==> src/rtl/core/checksummed_frame_receiver_defines.svh <==
// assertion macros for the checksummed frame receiver
// the including module must provide clk and arst_n
`ifndef CHECKSUMMED_FRAME_RECEIVER_DEFINES_SVH
`define CHECKSUMMED_FRAME_RECEIVER_DEFINES_SVH

// antecedent implies consequent in the same cycle
`define CFR_ASSERT_NOW(lbl, ante, cons, msg) \
	lbl: assert property (@(posedge clk) disable iff (!arst_n) (ante) |-> (cons)) \
		else $error(msg);

// antecedent implies consequent in the next cycle
`define CFR_ASSERT_NEXT(lbl, ante, cons, msg) \
	lbl: assert property (@(posedge clk) disable iff (!arst_n) (ante) |=> (cons)) \
		else $error(msg);

`endif

==> src/rtl/core/cfr_pkg.sv <==
// shared constants, types and tables of the checksummed frame receiver
// no dependencies
package cfr_pkg;

	localparam int FRAME_BYTES = 8;
	localparam int MAX_FRAME   = 16;
	localparam int OUT_BYTES   = 8;
	localparam int VIEW_BYTES  = (FRAME_BYTES < OUT_BYTES) ? FRAME_BYTES : OUT_BYTES;
	localparam int POS_W       = $clog2(FRAME_BYTES);

	localparam logic [POS_W-1:0] LAST_POS = POS_W'(FRAME_BYTES - 1);
	localparam logic [7:0] HEADER_BYTE    = 8'h80;
	localparam logic [7:0] RUN_MAX        = 8'hFF;
	localparam logic [7:0] LIMIT_RESET    = 8'd5;

	// event code per item
	typedef enum logic [1:0] {
		EV_NONE     = 2'd0,
		EV_ACCEPT   = 2'd1,
		EV_CSUM_ERR = 2'd2,
		EV_DEFAULTS = 2'd3
	} event_t;

	typedef logic [7:0] byte_t;

	// neutral frame, bytes past eight default to zero
	localparam byte_t NEUTRAL_FRAME [MAX_FRAME] = '{
		8'h80, 8'h00, 8'h00, 8'h40, 8'h40, 8'h40, 8'h40, 8'h00,
		8'h00, 8'h00, 8'h00, 8'h00, 8'h00, 8'h00, 8'h00, 8'h00
	};

	// one byte handed to the deframer
	typedef struct packed {
		logic  fire;
		byte_t rx_byte;
	} step_t;

	// one result item
	typedef struct packed {
		byte_t [OUT_BYTES-1:0] frame_byte;
		event_t                event_res;
	} result_t;

endpackage

==> src/rtl/core/cfr_byte_if.sv <==
// received byte channel of the checksummed frame receiver
// depends on nothing
interface cfr_byte_if;
	logic       valid;
	logic       ready;
	logic [7:0] rx_byte;

	modport source (output valid, output rx_byte, input ready);
	modport sink (input valid, input rx_byte, output ready);
endinterface

==> src/rtl/core/cfr_result_if.sv <==
// result channel of the checksummed frame receiver: held frame and event code
// depends on nothing
interface cfr_result_if;
	logic       valid;
	logic       ready;
	logic [7:0] frame_byte_0;
	logic [7:0] frame_byte_1;
	logic [7:0] frame_byte_2;
	logic [7:0] frame_byte_3;
	logic [7:0] frame_byte_4;
	logic [7:0] frame_byte_5;
	logic [7:0] frame_byte_6;
	logic [7:0] frame_byte_7;
	logic [1:0] event_res;

	modport source (
		output valid, input ready,
		output frame_byte_0, output frame_byte_1, output frame_byte_2, output frame_byte_3,
		output frame_byte_4, output frame_byte_5, output frame_byte_6, output frame_byte_7,
		output event_res
	);
	modport sink (
		input valid, output ready,
		input frame_byte_0, input frame_byte_1, input frame_byte_2, input frame_byte_3,
		input frame_byte_4, input frame_byte_5, input frame_byte_6, input frame_byte_7,
		input event_res
	);
endinterface

==> src/rtl/core/cfr_frame_core.sv <==
// deframer state: position, running sum, pending and held frames, error run
// depends on cfr_pkg
module cfr_frame_core (
	input  logic              clk,
	input  logic              arst_n,
	input  cfr_pkg::step_t    step,
	input  logic [7:0]        error_limit,
	output cfr_pkg::result_t  result
);

	logic [cfr_pkg::POS_W-1:0] pos_q, pos_c, pos_n;
	logic [6:0]                sum_q, sum_c, sum_n;
	logic [7:0]                run_q, run_n;
	cfr_pkg::byte_t            pending_q [cfr_pkg::FRAME_BYTES];
	cfr_pkg::byte_t            pending_n [cfr_pkg::FRAME_BYTES];
	cfr_pkg::byte_t            held_q    [cfr_pkg::FRAME_BYTES];
	cfr_pkg::byte_t            held_n    [cfr_pkg::FRAME_BYTES];
	cfr_pkg::event_t           event_c;
	logic                      header;

	// next state for one byte
	always_comb begin
		header    = (step.rx_byte == cfr_pkg::HEADER_BYTE);
		pos_c     = header ? '0 : pos_q;
		sum_c     = header ? '0 : sum_q;
		pending_n = pending_q;
		held_n    = held_q;
		run_n     = run_q;
		sum_n     = sum_c;
		pos_n     = pos_c;
		event_c   = cfr_pkg::EV_NONE;
		pending_n[pos_c] = step.rx_byte;
		if (pos_c == cfr_pkg::LAST_POS) begin
			if ({1'b0, sum_c} == step.rx_byte) begin
				// checksum match, position stays on the last byte
				run_n   = '0;
				held_n  = pending_n;
				event_c = cfr_pkg::EV_ACCEPT;
			end else begin
				// mismatch, saturating run count, restart position
				if (run_q != cfr_pkg::RUN_MAX) begin
					run_n = run_q + 8'd1;
				end
				event_c = cfr_pkg::EV_CSUM_ERR;
				if (run_n >= error_limit) begin
					for (int i = 0; i < cfr_pkg::FRAME_BYTES; i++) begin
						held_n[i] = cfr_pkg::NEUTRAL_FRAME[i];
					end
					event_c = cfr_pkg::EV_DEFAULTS;
				end
				pos_n = '0;
			end
		end else begin
			sum_n = sum_c + step.rx_byte[6:0];
			pos_n = pos_c + 1'b1;
		end
	end

	// result view of the updated held frame
	always_comb begin
		result.frame_byte = '0;
		for (int i = 0; i < cfr_pkg::VIEW_BYTES; i++) begin
			result.frame_byte[i] = held_n[i];
		end
		result.event_res = event_c;
	end

	// state registers
	always_ff @(posedge clk or negedge arst_n) begin
		if (!arst_n) begin
			pos_q <= '0;
			sum_q <= '0;
			run_q <= '0;
			for (int i = 0; i < cfr_pkg::FRAME_BYTES; i++) begin
				pending_q[i] <= cfr_pkg::NEUTRAL_FRAME[i];
				held_q[i]    <= cfr_pkg::NEUTRAL_FRAME[i];
			end
		end else if (step.fire) begin
			pos_q     <= pos_n;
			sum_q     <= sum_n;
			run_q     <= run_n;
			pending_q <= pending_n;
			held_q    <= held_n;
		end
	end

endmodule

==> src/rtl/core/checksummed_frame_receiver.sv <==
// top level of the checksummed frame receiver: input register, deframer, result register
// depends on cfr_pkg, cfr_byte_if, cfr_result_if, cfr_frame_core and the defines header
//
//  channel | dir | handshake          | payload
//  rx      | in  | valid / ready      | rx_byte
//  res     | out | valid / ready      | frame_byte_0 .. frame_byte_7, event_res
//  cfg     | in  | cfg_we, no ready   | cfg_wdata (error_limit)
//
// one item per cycle sustained while the result is not stalled; an accepted item passes
// the input register, then the deframer step into the result register
// arst_n clears all control state and loads the neutral frame and a limit of 5
// a stalled result holds the result register; the input register still takes an item
// and rx.ready drops only when both the input and result registers are full
`include "checksummed_frame_receiver_defines.svh"

module checksummed_frame_receiver (
	input  logic                clk,
	input  logic                arst_n,
	input  logic                cfg_we,
	input  logic [7:0]          cfg_wdata,
	cfr_byte_if.sink            rx,
	cfr_result_if.source        res
);

	logic              valid_s1;
	logic [7:0]        byte_s1;
	logic              out_valid_q;
	cfr_pkg::result_t  out_data_q;
	logic [7:0]        error_limit_q;
	logic              advance;
	logic              rx_fire;
	cfr_pkg::step_t    step;
	cfr_pkg::result_t  result;
	logic              defaults_out;
	logic              head_neutral;

	// configuration register
	always_ff @(posedge clk or negedge arst_n) begin
		if (!arst_n) begin
			error_limit_q <= cfr_pkg::LIMIT_RESET;
		end else if (cfg_we) begin
			error_limit_q <= cfg_wdata;
		end
	end

	// handshake
	assign advance  = valid_s1 && (!out_valid_q || res.ready);
	assign rx.ready = !valid_s1 || advance;
	assign rx_fire  = rx.valid && rx.ready;

	// input register
	always_ff @(posedge clk or negedge arst_n) begin
		if (!arst_n) begin
			valid_s1 <= 1'b0;
		end else if (rx.ready) begin
			valid_s1 <= rx.valid;
		end
	end

	always_ff @(posedge clk) begin
		if (rx_fire) begin
			byte_s1 <= rx.rx_byte;
		end
	end

	// deframer step
	assign step.fire    = advance;
	assign step.rx_byte = byte_s1;

	cfr_frame_core u_core (
		.clk         (clk),
		.arst_n      (arst_n),
		.step        (step),
		.error_limit (error_limit_q),
		.result      (result)
	);

	// result register
	always_ff @(posedge clk or negedge arst_n) begin
		if (!arst_n) begin
			out_valid_q <= 1'b0;
		end else if (advance) begin
			out_valid_q <= 1'b1;
		end else if (res.ready) begin
			out_valid_q <= 1'b0;
		end
	end

	always_ff @(posedge clk) begin
		if (advance) begin
			out_data_q <= result;
		end
	end

	assign res.valid        = out_valid_q;
	assign res.frame_byte_0 = out_data_q.frame_byte[0];
	assign res.frame_byte_1 = out_data_q.frame_byte[1];
	assign res.frame_byte_2 = out_data_q.frame_byte[2];
	assign res.frame_byte_3 = out_data_q.frame_byte[3];
	assign res.frame_byte_4 = out_data_q.frame_byte[4];
	assign res.frame_byte_5 = out_data_q.frame_byte[5];
	assign res.frame_byte_6 = out_data_q.frame_byte[6];
	assign res.frame_byte_7 = out_data_q.frame_byte[7];
	assign res.event_res    = out_data_q.event_res;

	// checks
	assign defaults_out = res.valid && (res.event_res == cfr_pkg::EV_DEFAULTS);
	assign head_neutral = (res.frame_byte_0 == cfr_pkg::NEUTRAL_FRAME[0]);

	`CFR_ASSERT_NEXT(a_accept_fills_s1, rx_fire, valid_s1, "item lost before input register")
	`CFR_ASSERT_NEXT(a_step_gives_result, advance, res.valid, "deframer step gave no result")
	`CFR_ASSERT_NOW(a_defaults_header, defaults_out, head_neutral, "defaults without neutral frame")

endmodule
==> src/flat_wrapper.sv <==
// flat-port wrapper written by rule: the top's interface ports become plain ports
module checksummed_frame_receiver_flat 
  (clk, arst_n, cfg_we, cfg_wdata, rx_valid, rx_rx_byte, rx_ready, res_valid, res_ready, res_frame_byte_0, res_frame_byte_1, res_frame_byte_2, res_frame_byte_3, res_frame_byte_4, res_frame_byte_5, res_frame_byte_6, res_frame_byte_7, res_event_res);
  cfr_byte_if rx_i ();
  cfr_result_if res_i ();
  input  logic clk;
  input  logic arst_n;
  input  logic cfg_we;
  input  logic [7:0] cfg_wdata;
  input wire logic [$bits(rx_i.valid)-1:0] rx_valid;
  input wire logic [$bits(rx_i.rx_byte)-1:0] rx_rx_byte;
  output wire logic [$bits(rx_i.ready)-1:0] rx_ready;
  output wire logic [$bits(res_i.valid)-1:0] res_valid;
  input wire logic [$bits(res_i.ready)-1:0] res_ready;
  output wire logic [$bits(res_i.frame_byte_0)-1:0] res_frame_byte_0;
  output wire logic [$bits(res_i.frame_byte_1)-1:0] res_frame_byte_1;
  output wire logic [$bits(res_i.frame_byte_2)-1:0] res_frame_byte_2;
  output wire logic [$bits(res_i.frame_byte_3)-1:0] res_frame_byte_3;
  output wire logic [$bits(res_i.frame_byte_4)-1:0] res_frame_byte_4;
  output wire logic [$bits(res_i.frame_byte_5)-1:0] res_frame_byte_5;
  output wire logic [$bits(res_i.frame_byte_6)-1:0] res_frame_byte_6;
  output wire logic [$bits(res_i.frame_byte_7)-1:0] res_frame_byte_7;
  output wire logic [$bits(res_i.event_res)-1:0] res_event_res;
  assign rx_i.valid = rx_valid;
  assign rx_i.rx_byte = rx_rx_byte;
  assign rx_ready = rx_i.ready;
  assign res_valid = res_i.valid;
  assign res_i.ready = res_ready;
  assign res_frame_byte_0 = res_i.frame_byte_0;
  assign res_frame_byte_1 = res_i.frame_byte_1;
  assign res_frame_byte_2 = res_i.frame_byte_2;
  assign res_frame_byte_3 = res_i.frame_byte_3;
  assign res_frame_byte_4 = res_i.frame_byte_4;
  assign res_frame_byte_5 = res_i.frame_byte_5;
  assign res_frame_byte_6 = res_i.frame_byte_6;
  assign res_frame_byte_7 = res_i.frame_byte_7;
  assign res_event_res = res_i.event_res;
  checksummed_frame_receiver u_core (.clk(clk), .arst_n(arst_n), .cfg_we(cfg_we), .cfg_wdata(cfg_wdata), .rx(rx_i), .res(res_i));
endmodule
==> config.mk <==
export PLATFORM = sky130hd
export DESIGN_NAME = checksummed_frame_receiver_flat
export DESIGN_NICKNAME = d
export VERILOG_FILES = /design/src/rtl/core/cfr_pkg.sv /design/src/rtl/core/cfr_byte_if.sv /design/src/rtl/core/cfr_result_if.sv /design/src/rtl/core/cfr_frame_core.sv /design/src/rtl/core/checksummed_frame_receiver.sv /design/src/flat_wrapper.sv
export VERILOG_INCLUDE_DIRS = /design/src /design/src/rtl/core
export SDC_FILE = /design/constraint.sdc
export NUM_CORES = 1
export LEC_CHECK = 0
export BUFFER_PORTS_ARGS = -buffer_cell sky130_fd_sc_hd__buf_2
export CORE_ASPECT_RATIO = 0.6
export CORE_MARGIN = 2
export CORE_UTILIZATION = 54
export DETAILED_ROUTE_END_ITERATION = 16
export PLACE_DENSITY = 0.8
export SETUP_SLACK_MARGIN = 0.05
export SLEW_MARGIN = 30
export SYNTH_ARGS = -nofsm -noshare
export SYNTH_HDL_FRONTEND = slang
export SYNTH_SLANG_ARGS = --single-unit
==> constraint.sdc <==
create_clock -name clk -period 3.7 [get_ports clk]
set_input_delay 0.74 -clock clk [delete_from_list [all_inputs] [get_ports clk]]
set_output_delay 0.74 -clock clk [all_outputs]
set_load 0.05 [all_outputs]
* Word level (Yosys, flattened, before mapping)
Cells that the tools add are included.
Cells by class: $add $sub $neg 3, $lt $le $gt $ge 3, equal/unequal tests 4, muxes and demuxes 19, bitwise logic cells 2, reductions and logical operators 10
Operator list (number):
- $mux 64 | 3
- $bwmux 64 | 1
- $mux 8 | 5
- $demux 8 s3 | 1
- $mux 7 | 2
- $mux 3 | 3
- $add 8x1->8 const B | 1
- $eq 7x8->1 | 1
- $eq 8x8->1 const B | 1
- $ge 8x8->1 | 1
- $ne 8x8->1 const B | 1
- $add 7x7->7 | 1
- $ge 4x4->1 const B | 1
- $lt 4x1->1 const B | 1
- $mux 1 | 4
- $not 3->4 | 1
- $add 3x1->3 const B | 1
- $eq 3x3->1 const B | 1
- $logic_and 1x1->1 | 3
- $logic_not 1->1 | 2
- $logic_or 1x1->1 | 2
- $reduce_and 2->1 | 1
- $reduce_bool 2->1 | 1
- $reduce_or 2->1 | 1
- $not 1->1 | 1
Word-level totals: flip-flop bits (word level) 230, input port bits 21, output and inout bits 68, logic and storage cells 74

* Longest topological paths before layout
Gate-level depths: netlist (run 1).
depth in word-level cells 10, mapped depth 16, mapped depth without buffers 12

* By module
A second synthesis (run 1) with hierarchy kept.
Second synthesis, totals: cells, all modules 942, area total of the unflattened synthesis 11395.9 um^2
By module, submodules not included:
- cfr_frame_core | times used 1, cells an instance 843, area an instance 8750.9 um^2, sequential area each 3666.0 um^2
- checksummed_frame_receiver | times used 1, cells an instance 99, area an instance 2645.0 um^2, sequential area each 2474.9 um^2

* Worst setup path before layout (run 1)
No wires, ideal clock.
path type input -> register, from in res_ready, to reg u_core.u_core.pending_q[10] (netlist name), setup time 0.125 ns, arrival time 3.956 ns, required time 3.575 ns, slack -0.381 ns, cell stages on the path 6, path buffers 1, path through nand2b_1 > nand2_1 > inv_1 > clkbuf_1 > nand2_2 > mux2_2
Between the ends: word-level cells in the longest chain between the ends 2
Ends and longest elaborated chain:
- start: declaration | line flat_wrapper.sv:14 | input wire logic [$bits(res_i.ready)-1:0] res_ready;
- $logic_or 1x1->1 | line checksummed_frame_receiver.sv:47 | assign advance = valid_s1 && (!out_valid_q || res.ready);
- $logic_and 1x1->1 | line checksummed_frame_receiver.sv:47
- net u_core.advance | line checksummed_frame_receiver.sv:30 | logic advance;
- end signal: indexed assignment | line cfr_frame_core.sv:75 | pending_q[i] <= cfr_pkg::NEUTRAL_FRAME[i];
- end signal: assignment | line cfr_frame_core.sv:82 | pending_q <= pending_n;
- end: declaration | line cfr_frame_core.sv:14 | cfr_pkg::byte_t pending_q [cfr_pkg::FRAME_BYTES];
The timed path passes the listed nets, and every way through them passes these cells. A chain may end at the register's enable or synchronous reset.

==> flow_summary.ini, run 1 <==
[outcome]
status = finished, final reports clean

[cells_and_area]
nets = 872
reg_top3 = u_core.u_core.held_q (64), u_core.u_core.pending_q (64)
layout-drive-gt1-share_pct = 24.1
syn2layout_area_growth_pct = 12.4
final-instance-count-excl-fill = 1093
antennaDiodeCount = 0
final_util_pct = 61.8
fillers = 1443

[sta]
worstMarginPinSlew_ns = 0.791
relSlewSlack_pct = 47.2
setup_viol = 0
fin_crit_ns = 3.42
finalHoldViolations = 0
fin_setup_tns_ns = 0
clock.fmax_mhz = 292
slew_viol_final = 0
whs_ns = 0.287
fin_skew_ns = 0.0150
rsz0062_at_grt = no
period_share_pct = 92.5

[drt]
first_pass_iters = 5
wl_um = 22400
post_drt_wl_per_cell_um = 20.5
drt_iter0_markers = 551
ant_nets = 0
num_vias = 6638
drc_errors = 0
via_per_inst = 6.07

[yosys]
syn_inst = 754
syn-num-nets = 793
synth_top_flop_cell = dfrtp_1
synthArstFlopShare_pct = 67.8
synthMuxAreaShare_pct = 13.0
yosysMostFrequentCell = dfrtp_1
syn_area_mm2 = 0.0104
yosys.area.top_type = dfrtp_1
yosysWarnings = 0
syn_avg_cell_area_um2 = 13.8
yosys-top-cells-area = dfrtp_1 (35%), edfxtp_1 (21%), o2bb2ai_1 (9.6%)
synth_edf_count = 74
synth-adder-area-share_pct = 2.24
seq_area_frac_synth_pct = 59.0
ys_ff_latch = 230
synth_simple_gate_area_share_pct = 6.01
synth_compound_area_share_pct = 15.0
synth.distinct_cells = 61
synth_xor_area_share_pct = 0.421
ys_top_cells_by_count = dfrtp_1 (144), o2bb2ai_1 (114), edfxtp_1 (74), mux2i_1 (63), mux2_1 (37)
synth_top_family_by_area = compound AO/OA/AOI/OAI gates
yosysTopAreaCellShare_pct = 34.6

[die]
io-pin-count = 89
die_h_um = 112
core_mm2 = 0.0189
rows = 39
dieArea_mm2 = 0.0204
initial_utilization_pct = 54.9
die_x_um = 183

[worst_setup_path]
path_common_cell = ha_1
r2r_end = u_core.res.frame_byte_7[0]$_DFFE_PP_
rr_worst_depth = 12
cp-startpoint = u_core.u_core.run_q[1]$_DFFE_PN0P_
slowest_delay_ns = 0.45
crit_chain = ha_1 -> nand2_1 -> or3_1 -> xnor2_1 -> ha_1 -> nand2b_1 -> a2111oi_2 -> o31ai_2 -> a21oi_4 -> buf_4 -> buf_8 -> o2bb2ai_1
timing.rr.start = u_core.u_core.run_q[1]$_DFFE_PN0P_
endpoint_kind = flop
critical_path_class = reg2reg
reg2reg_slack_ns = 0.28
cpMaxStageDelayCell = or3_1
start_kind = flop
worstPathRequired_ns = 4.02
crit_path_end = u_core.res.frame_byte_7[0]$_DFFE_PP_
arrival_ns = 3.74
cp_max_fo = 25

[hold_path]
hp-class = in2async

[clocking]
numCtsBuffers = 21
cts_hold_buf = 0
cts_buffer_depth = 3
clk_pin_slew_worst_paths_ns = 0.06
cts_root_buf = clkbuf_16
cts.htree.levels = 1
clock_latency_ns = 0.49
cts_tree = yes
cts_sinks = 230

[grt]
grt_max_degree = 84
grt_pass1_vias = 6490
antenna_found_initial = 0
gr-total-overflow = 0
grt_pass1_wl_um = 35900
track_usage_pct = 22.2

[flow_run]
max-cap-violations = 0

[placement]
routabilityCongestion = 0.845
placed_cells = 1053
numPortBuffers = 88
dp_hpwl_um = 14100

[power]
internal_power_w = 0.00508
ir_worst_vdd_uv = 324
power_frac_comb_pct = 26.7
clockPowerShare_pct = 27.3
sw_frac_of_total_pct = 31.4
power.total_w = 0.00741
cellPowerDensity_mw_per_mm2 = 634
p_switching_w = 0.00232
cellLeakagePower_nw = 5.11
seqPwrFrac_pct = 46.0
==> layout by cell type (no fill, tap or decap), types with 3 or more instances in the layout <==
cell type / instances
edfxtp_1: 74
xor2_1: 4
clkbuf_16: 21
dfrtp_1: 144
a22oi_1: 12
buf_2: 87
o21ai_0: 22
nor2_1: 13
buf_6: 3
inv_1: 17
a22o_1: 12
mux2_2: 27
mux2i_1: 63
o2bb2ai_1: 114
ha_1: 17
a21o_1: 6
and2_1: 9
nand2b_1: 6
nand2_1: 24
clkinv_2: 3
clkbuf_8: 3
nand4b_1: 3
mux2_1: 37
nand3b_1: 3
clkbuf_1: 10
and3_1: 4
nand3_1: 5
nand2_2: 3
nor2_4: 5
dfstp_2: 12
buf_4: 24
a21oi_1: 8
nor3_1: 7
==> worst max-delay path, delay by kind of cell (launching register included) <==
kind	cells	cell delay (ns)
compound gates	4	0.91
fa+ha+maj	2	0.54
buf+inv	2	0.37
simple gates	3	0.74
flops	1	0.44
xor+xnor	1	0.26
==> metrics by stage <==
stage	area, um^2	setup slack, ns
finish	11700	0.276
global route	11700	0.0951
CTS	11600	0.0768
floorplan	10400	0.430
detailed placement	11000	0.127
global placement	11000	0.284
==> how the worst min path moves through the flow <==
stage | start | to
after floorplan | arst_n | u_core.error_limit_q[1]$_DFFE_PN0P_
after global placement | u_core.u_core.pending_q[5]$_DFFE_PN0P_ | u_core.u_core.pending_q[5]$_DFFE_PN0P_
after detailed placement | u_core.u_core.held_q[43]$_DFFE_PN0P_ | u_core.u_core.held_q[43]$_DFFE_PN0P_
after CTS | arst_n | u_core.u_core.held_q[57]$_DFFE_PN0P_
after global routing | arst_n | u_core.u_core.held_q[57]$_DFFE_PN0P_
final | arst_n | u_core.u_core.held_q[57]$_DFFE_PN0P_
==> layer usage <==
metal  routed length [um]  vias to the layer above  track usage, %
li1                     -                     3041               -
met1                11200                     3346            35.4
met2                 9550                      233            32.7
met3                 1450                       18            3.99
met4                  215                        0            2.83
met5                    0                        -               0
==> area by class of cell <==
cell class | instances | area, um^2 | area share, %
multi-input combinational | 445 | 3850 | 32.9
sequential | 230 | 6140 | 52.5
clock inverter | 3 | 18.8 | 0.160
clock buffer | 34 | 604 | 5.17
timing repair buffer | 117 | 704 | 6.02
tap | 246 | 308 | 2.63
inverter | 18 | 68.8 | 0.588
==> cells by family (layout without fill, tap and decap cells) <==
kind of cell,count (synthesis),count (layout)
AO/OA/AOI/OAI,194,194
AND/OR/NAND/NOR,101,101
flip-flops,230,230
XOR/XNOR,5,5
multiplexers,127,127
buffers and inverters,79,172
adder cells (fa/ha/maj),18,18
==> power by group through the flow <==
stage,sequential [W],combinational (W),clock (W)
finish,0.00341,0.00197,0.00202
global route,0.00346,0.00216,0.00216
CTS,0.00340,0.00195,0.00206
detailed placement,0.00344,0.00193,0
global placement,0.00342,0.00190,0
floorplan,0.00351,0.00140,0
==> what timing repair did <==
action	in CTS	in global routing
endpoints found under the setup margin	0	129
resized for setup	0	7
buffers inserted	0	3
No activity file was read; power rests on OpenSTA's default activity.
==> run 2: changes to the inputs <==
- PLACE_DENSITY: 0.8 -> 0.76
==> run 2 against run 1 <==
  * Maximum frequency down 1.9%
  * Largest cell class unchanged
  * Core utilization up 0.55 points
  * Non-clock buffer count down 5
  * Combinational power about the same
  * Total power up 4.8%
  * Critical endpoint is now u_core.u_core.held_q[58]$_DFFE_PN0P_
  * Worst setup slack worse by 0.068 ns
  * Final area up 0.89%
  * Largest power group unchanged
  * Sequential power about the same
  * Sequential share of layout area down 0.46 points
  * Worst hold slack worse by 0.072 ns
==> flow_summary.ini, run 2 (synthesis gave the netlist of run 1 again) <==
[cells_and_area]
nets = 868
design_area_mm2 = 0.0118
reg_top3 = u_core.u_core.held_q (64), u_core.u_core.pending_q (64)
final-instance-count-excl-fill = 1091
layout-drive-gt1-share_pct = 24.0
mostFrequentLayoutCells = dfrtp_1 (144), o2bb2ai_1 (114), buf_2 (87)
final_common_cell = dfrtp_1
fillers = 1437
multi_input_area_mm2 = 0.00384
antennaDiodeCount = 0
syn2layout_area_growth_pct = 13.4
final_util_pct = 62.3
register_area_mm2 = 0.00614

[drt]
wl_met2_um = 10300
num_vias = 6633
drc_errors = 0
post_drt_wl_per_cell_um = 21.1
met3_length_um = 1120
first_pass_iters = 5
via_per_inst = 6.08
dr.max_layer_used = met4
wl_um = 23100
ant_nets = 0
drt_iter0_markers = 570
wl_met1_um = 11300

[power]
cellPowerDensity_mw_per_mm2 = 658
cellLeakagePower_nw = 5.16
ir_worst_vdd_uv = 338

[grt]
grt_max_degree = 74
gr-total-overflow = 0
antenna_found_initial = 0
track_usage_pct = 22.8
grt_pass1_vias = 6641
grt_pass1_wl_um = 36800

[worst_setup_path]
worstPathRequired_ns = 4.12
critical-path-top-delay-family = simple AND/OR/NAND/NOR gates
worst-path-buf-inv = 1
arrival_ns = 3.91
endpoint_kind = flop
timing.rr.start = u_core.byte_s1[4]$_DFFE_PP_
critical_path_class = reg2reg
cp_max_fo = 57
rr_worst_depth = 10
slowest_delay_ns = 0.51
reg2reg_slack_ns = 0.21
cpMaxStageDelayCell = nor4_1
crit_chain = nor4b_4 -> nand2_2 -> and2_1 -> ha_1 -> nor4_1 -> nand3_1 -> nor2_4 -> nand2_2 -> buf_4 -> o2bb2ai_1
path_common_cell = nand2_2
start_kind = flop
r2r_end = u_core.u_core.held_q[58]$_DFFE_PN0P_

[sta]
worstMarginPinSlew_ns = 0.775
finalWorstSetupSlack_ns = 0.209
period_share_pct = 94.4
fin_skew_ns = 0.0134
setup_viol = 0
fin_crit_ns = 3.49
finalHoldViolations = 0
slew_viol_final = 0
rsz0062_at_grt = no
fin_setup_tns_ns = 0
relSlewSlack_pct = 48.2
clock.fmax_mhz = 286

[clocking]
post-cts-setup-buffers = 0
cts.htree.levels = 1
numCtsBuffers = 22
cts_root_buf = clkbuf_16
cts_buffer_depth = 3
clock_latency_ns = 0.51
clk_pin_slew_worst_paths_ns = 0.06
cts_sinks = 230
cts_tree = yes

[outcome]
status = finished, final reports clean

[die]
initial_utilization_pct = 54.9
die_x_um = 183
dieArea_mm2 = 0.0204
core_mm2 = 0.0189
die_h_um = 112
rows = 39
io-pin-count = 89

[flow_run]
max-cap-violations = 0

[hold_path]
hp-class = in2async

[placement]
placed_area_mm2 = 0.0110
numPortBuffers = 88
routabilityCongestion = 0.787
placed_cells = 1050
dp_hpwl_um = 14300
place_ws_ns = 0.236
[run 2: cell types whose count changed in the layout (fill, tap and decap cells not counted)]
cell,previous run,this run
inv_6,0,1
clkinv_1,0,1
a2111oi_2,1,0
clkbuf_8,3,1
bufinv_16,0,4
buf_8,1,0
a2111oi_1,0,1
buf_4,24,21
clkbuf_1,10,7
buf_6,3,1
clkbuf_16,21,24
[run 2: final cells by class]
cell class / count / area share [%]
Clock inverter: 9 / 1.28
Sequential cell: 230 / 52.1
Inverter: 18 / 0.583
Tap cell: 246 / 2.61
Multi-Input combinational cell: 445 / 32.6
Timing Repair Buffer: 112 / 5.67
Clock buffer: 31 / 5.22
[run 2: power breakdown]
part / leakage [nW] / internal [W] / switching, W
logic: 2.06 / 0.000821 / 0.00113
registers: 2.72 / 0.00314 / 0.000284
clock network: 0.373 / 0.00145 / 0.000945
total: 5.16 / 0.00540 / 0.00236
[run 2: worst max-delay path by stage]
stage / to / slack, ns / start / cells past startpoint
2_1_floorplan: u_core.res.frame_byte_1[0]$_DFFE_PP_ / 0.43 / u_core.byte_s1[1]$_DFFE_PP_ / 15
3_3_place_gp: u_core.res.frame_byte_3[6]$_DFFE_PP_ / 0.39 / u_core.u_core.run_q[0]$_DFFE_PN0P_ / 11
3_5_place_dp: u_core.res.frame_byte_4[6]$_DFFE_PP_ / 0.24 / u_core.u_core.run_q[0]$_DFFE_PN0P_ / 11
4_1_cts: u_core.res.frame_byte_6[6]$_DFFE_PP_ / 0.21 / u_core.u_core.run_q[0]$_DFFE_PN0P_ / 11
5_1_grt: u_core.u_core.held_q[46]$_DFFE_PN0P_ / 0.05 / u_core.byte_s1[3]$_DFFE_PP_ / 10
6_report: u_core.u_core.held_q[58]$_DFFE_PN0P_ / 0.21 / u_core.byte_s1[4]$_DFFE_PP_ / 10
[run 2: per-stage QoR]
step | power, W | hold slack [ns]
2_1_floorplan | 0.00491 | 0.442
3_3_place_gp | 0.00526 | 0.467
3_5_place_dp | 0.00539 | 0.474
4_1_cts | 0.00780 | 0.255
5_1_grt | 0.00817 | 0.286
6_report | 0.00776 | 0.215
[run 2: timing repair]
action | CTS | global route
setup endpoints to repair | 0 | 64
gates resized for setup | 0 | 2
hold buffers | 0 | 0
endpoints found under the hold margin | 0 | 0
[run 2: metal layers]
metal	up-vias	global-route usage, %
li1	3021	-
met1	3409	35.3
met2	177	34.4
met3	26	3.43
met4	0	4.75
met5	-	0
==> run 3: changes to the inputs <==
- RECOVER_POWER: default -> 25
==> run 3 against run 2 <==
  * The run now ends with capacitance limit, slew limit left
  * Clock skew grew 0.00086 ns
  * Critical path depth is the same
  * Flip-flop and latch count did not move
  * Die area stayed put
  * Cell count stayed put
  * Total power hardly changed
  * Sequential share of layout area increased by 0.061 points
  * Maximum frequency is 0.57% higher
  * Worst setup slack improved by 0.020 ns
  * Core utilization decreased by 0.073 points
  * First-iteration DRC count down 8.6%
  * Critical path type unchanged
  * Critical endpoint unchanged
==> flow_summary.ini, run 3 (synthesis gave the netlist of run 1 again) <==
[grt]
gr-total-overflow = 0
grt_pass1_vias = 6641
antenna_found_initial = 0
grt_max_degree = 74
grt_pass1_wl_um = 36800
track_usage_pct = 22.8

[die]
rows = 39
dieArea_mm2 = 0.0204
io-pin-count = 89
initial_utilization_pct = 54.9
die_x_um = 183
die_h_um = 112
core_mm2 = 0.0189

[drt]
via_per_inst = 6.15
post_drt_wl_per_cell_um = 21.1
ant_nets = 0
drc_errors = 0
drt_iter0_markers = 521
wl_um = 23000
first_pass_iters = 5
num_vias = 6706

[flow_run]
max-cap-violations = 1

[sta]
whs_ns = 0.408
period_share_pct = 93.8
slew_viol_final = 74
relSlewSlack_pct = -24.7
finalHoldViolations = 0
rsz0062_at_grt = no
clock.fmax_mhz = 288
setup_viol = 0
fin_skew_ns = 0.0142
finalWorstSetupSlack_ns = 0.229
fin_setup_tns_ns = 0
worstMarginPinSlew_ns = 1.87
fin_crit_ns = 3.47

[clocking]
post-cts-setup-buffers = 0
cts_buffer_depth = 3
cts_root_buf = clkbuf_16
clk_pin_slew_worst_paths_ns = 0.06
cts_hold_buf = 0
cts_sinks = 230
clock_latency_ns = 0.50
cts.htree.levels = 1
numCtsBuffers = 22
cts_resized = 0
cts_tree = yes

[worst_setup_path]
critical-path-top-delay-family = simple AND/OR/NAND/NOR gates
worstPathRequired_ns = 4.12
cp_max_fo = 57
critical_path_class = reg2reg
crit_chain = nor4b_4 -> nand2_2 -> and2_1 -> ha_1 -> nor4_1 -> nand3_1 -> nor2_4 -> nand2_2 -> buf_4 -> o2bb2ai_1
slowest_delay_ns = 0.50
worst-path-buf-inv = 1
path_common_cell = nand2_2
endpoint_kind = flop
arrival_ns = 3.89
start_kind = flop
cpMaxStageDelayCell = nor4_1

[cells_and_area]
syn2layout_area_growth_pct = 13.3
register_area_mm2 = 0.00614
final_util_pct = 62.2
nets = 868
final_common_cell = dfrtp_1
multi_input_area_mm2 = 0.00384
layout-drive-gt1-share_pct = 23.8
antennaDiodeCount = 0
fillers = 1441
reg_top3 = u_core.u_core.held_q (64), u_core.u_core.pending_q (64)
mostFrequentLayoutCells = dfrtp_1 (144), o2bb2ai_1 (114), buf_2 (86)

[power]
power.total_w = 0.00776
cellPowerDensity_mw_per_mm2 = 658
cellLeakagePower_nw = 5.15
ir_worst_vdd_uv = 337

[placement]
numPortBuffers = 88
routabilityCongestion = 0.787
place_ws_ns = 0.236
dp_hpwl_um = 14300

[outcome]
violations = capacitance limit, slew limit
status = finished, violations left

[hold_path]
hp-class = in2reg
[run 3: changes by cell type in the layout (fill, tap and decap cells not counted)]
cell and change:
clkbuf_1 +2, buf_4 -2, buf_2 -1, clkbuf_2 +2, buf_6 -1
[run 3: final timing paths]
| check | start | end | slack (ns) | cells past startpoint |
|---|---|---|---|---|
| hold reg to reg | u_core.u_core.held_q[63]$_DFFE_PN1P_ | u_core.u_core.held_q[63]$_DFFE_PN1P_ | 0.49 | 2 |
| min in group asynchronous | arst_n | u_core.u_core.held_q[57]$_DFFE_PN0P_ | 0.72 | 1 |
| setup reg to reg | u_core.byte_s1[4]$_DFFE_PP_ | u_core.u_core.held_q[58]$_DFFE_PN0P_ | 0.23 | 10 |
| setup / recovery | u_core.byte_s1[4]$_DFFE_PP_ | u_core.u_core.held_q[58]$_DFFE_PN0P_ | 0.23 | 10 |
| hold / removal | rx_rx_byte[4] | u_core.byte_s1[4]$_DFFE_PP_ | 0.41 | 1 |
| max in group asynchronous | arst_n | u_core.u_core.held_q[35]$_DFFE_PN0P_ | 0.94 | 2 |
[run 3: worst register-to-register path: stages, from the launching register on]
cell and delay (ns):
edfxtp_1 0.43, nor4b_4 0.49, nand2_2 0.16, and2_1 0.20, ha_1 0.33, nor4_1 0.51
nand3_1 0.29, nor2_4 0.31, nand2_2 0.06, buf_4 0.33, o2bb2ai_1 0.27
[run 3: metal layers]
layer | up-vias | share of wire [%] | GRT usage (%)
met2 | 238 | 45 | 34.4
met4 | 0 | 1.5 | 4.75
li1 | 3018 | - | -
met5 | - | 0 | 0
met1 | 3422 | 48 | 35.3
met3 | 28 | 5.7 | 3.43
[run 3: final cells by class]
cell class	instances	share of cell area, %
clock buffers	31	5.22
clock inverters	9	1.28
inverters	18	0.584
multi-input cells	445	32.6
flip-flops and latches	230	52.1
well taps	246	2.61
repair buffers	112	5.56
[run 3: through the flow]
stage / cells / area [um^2]
global placement: 1050 / 11000
detailed placement: 1050 / 11000
global route: 1091 / 11800
CTS: 1090 / 11800
finish: 1091 / 11800
floorplan: 754 / 10400
[run 3: power by group]
| group | internal (W) | switching (W) |
|---|---|---|
| logic | 0.000819 | 0.00113 |
| registers | 0.00314 | 0.000284 |
| clock network | 0.00145 | 0.000942 |
| total | 0.00540 | 0.00236 |
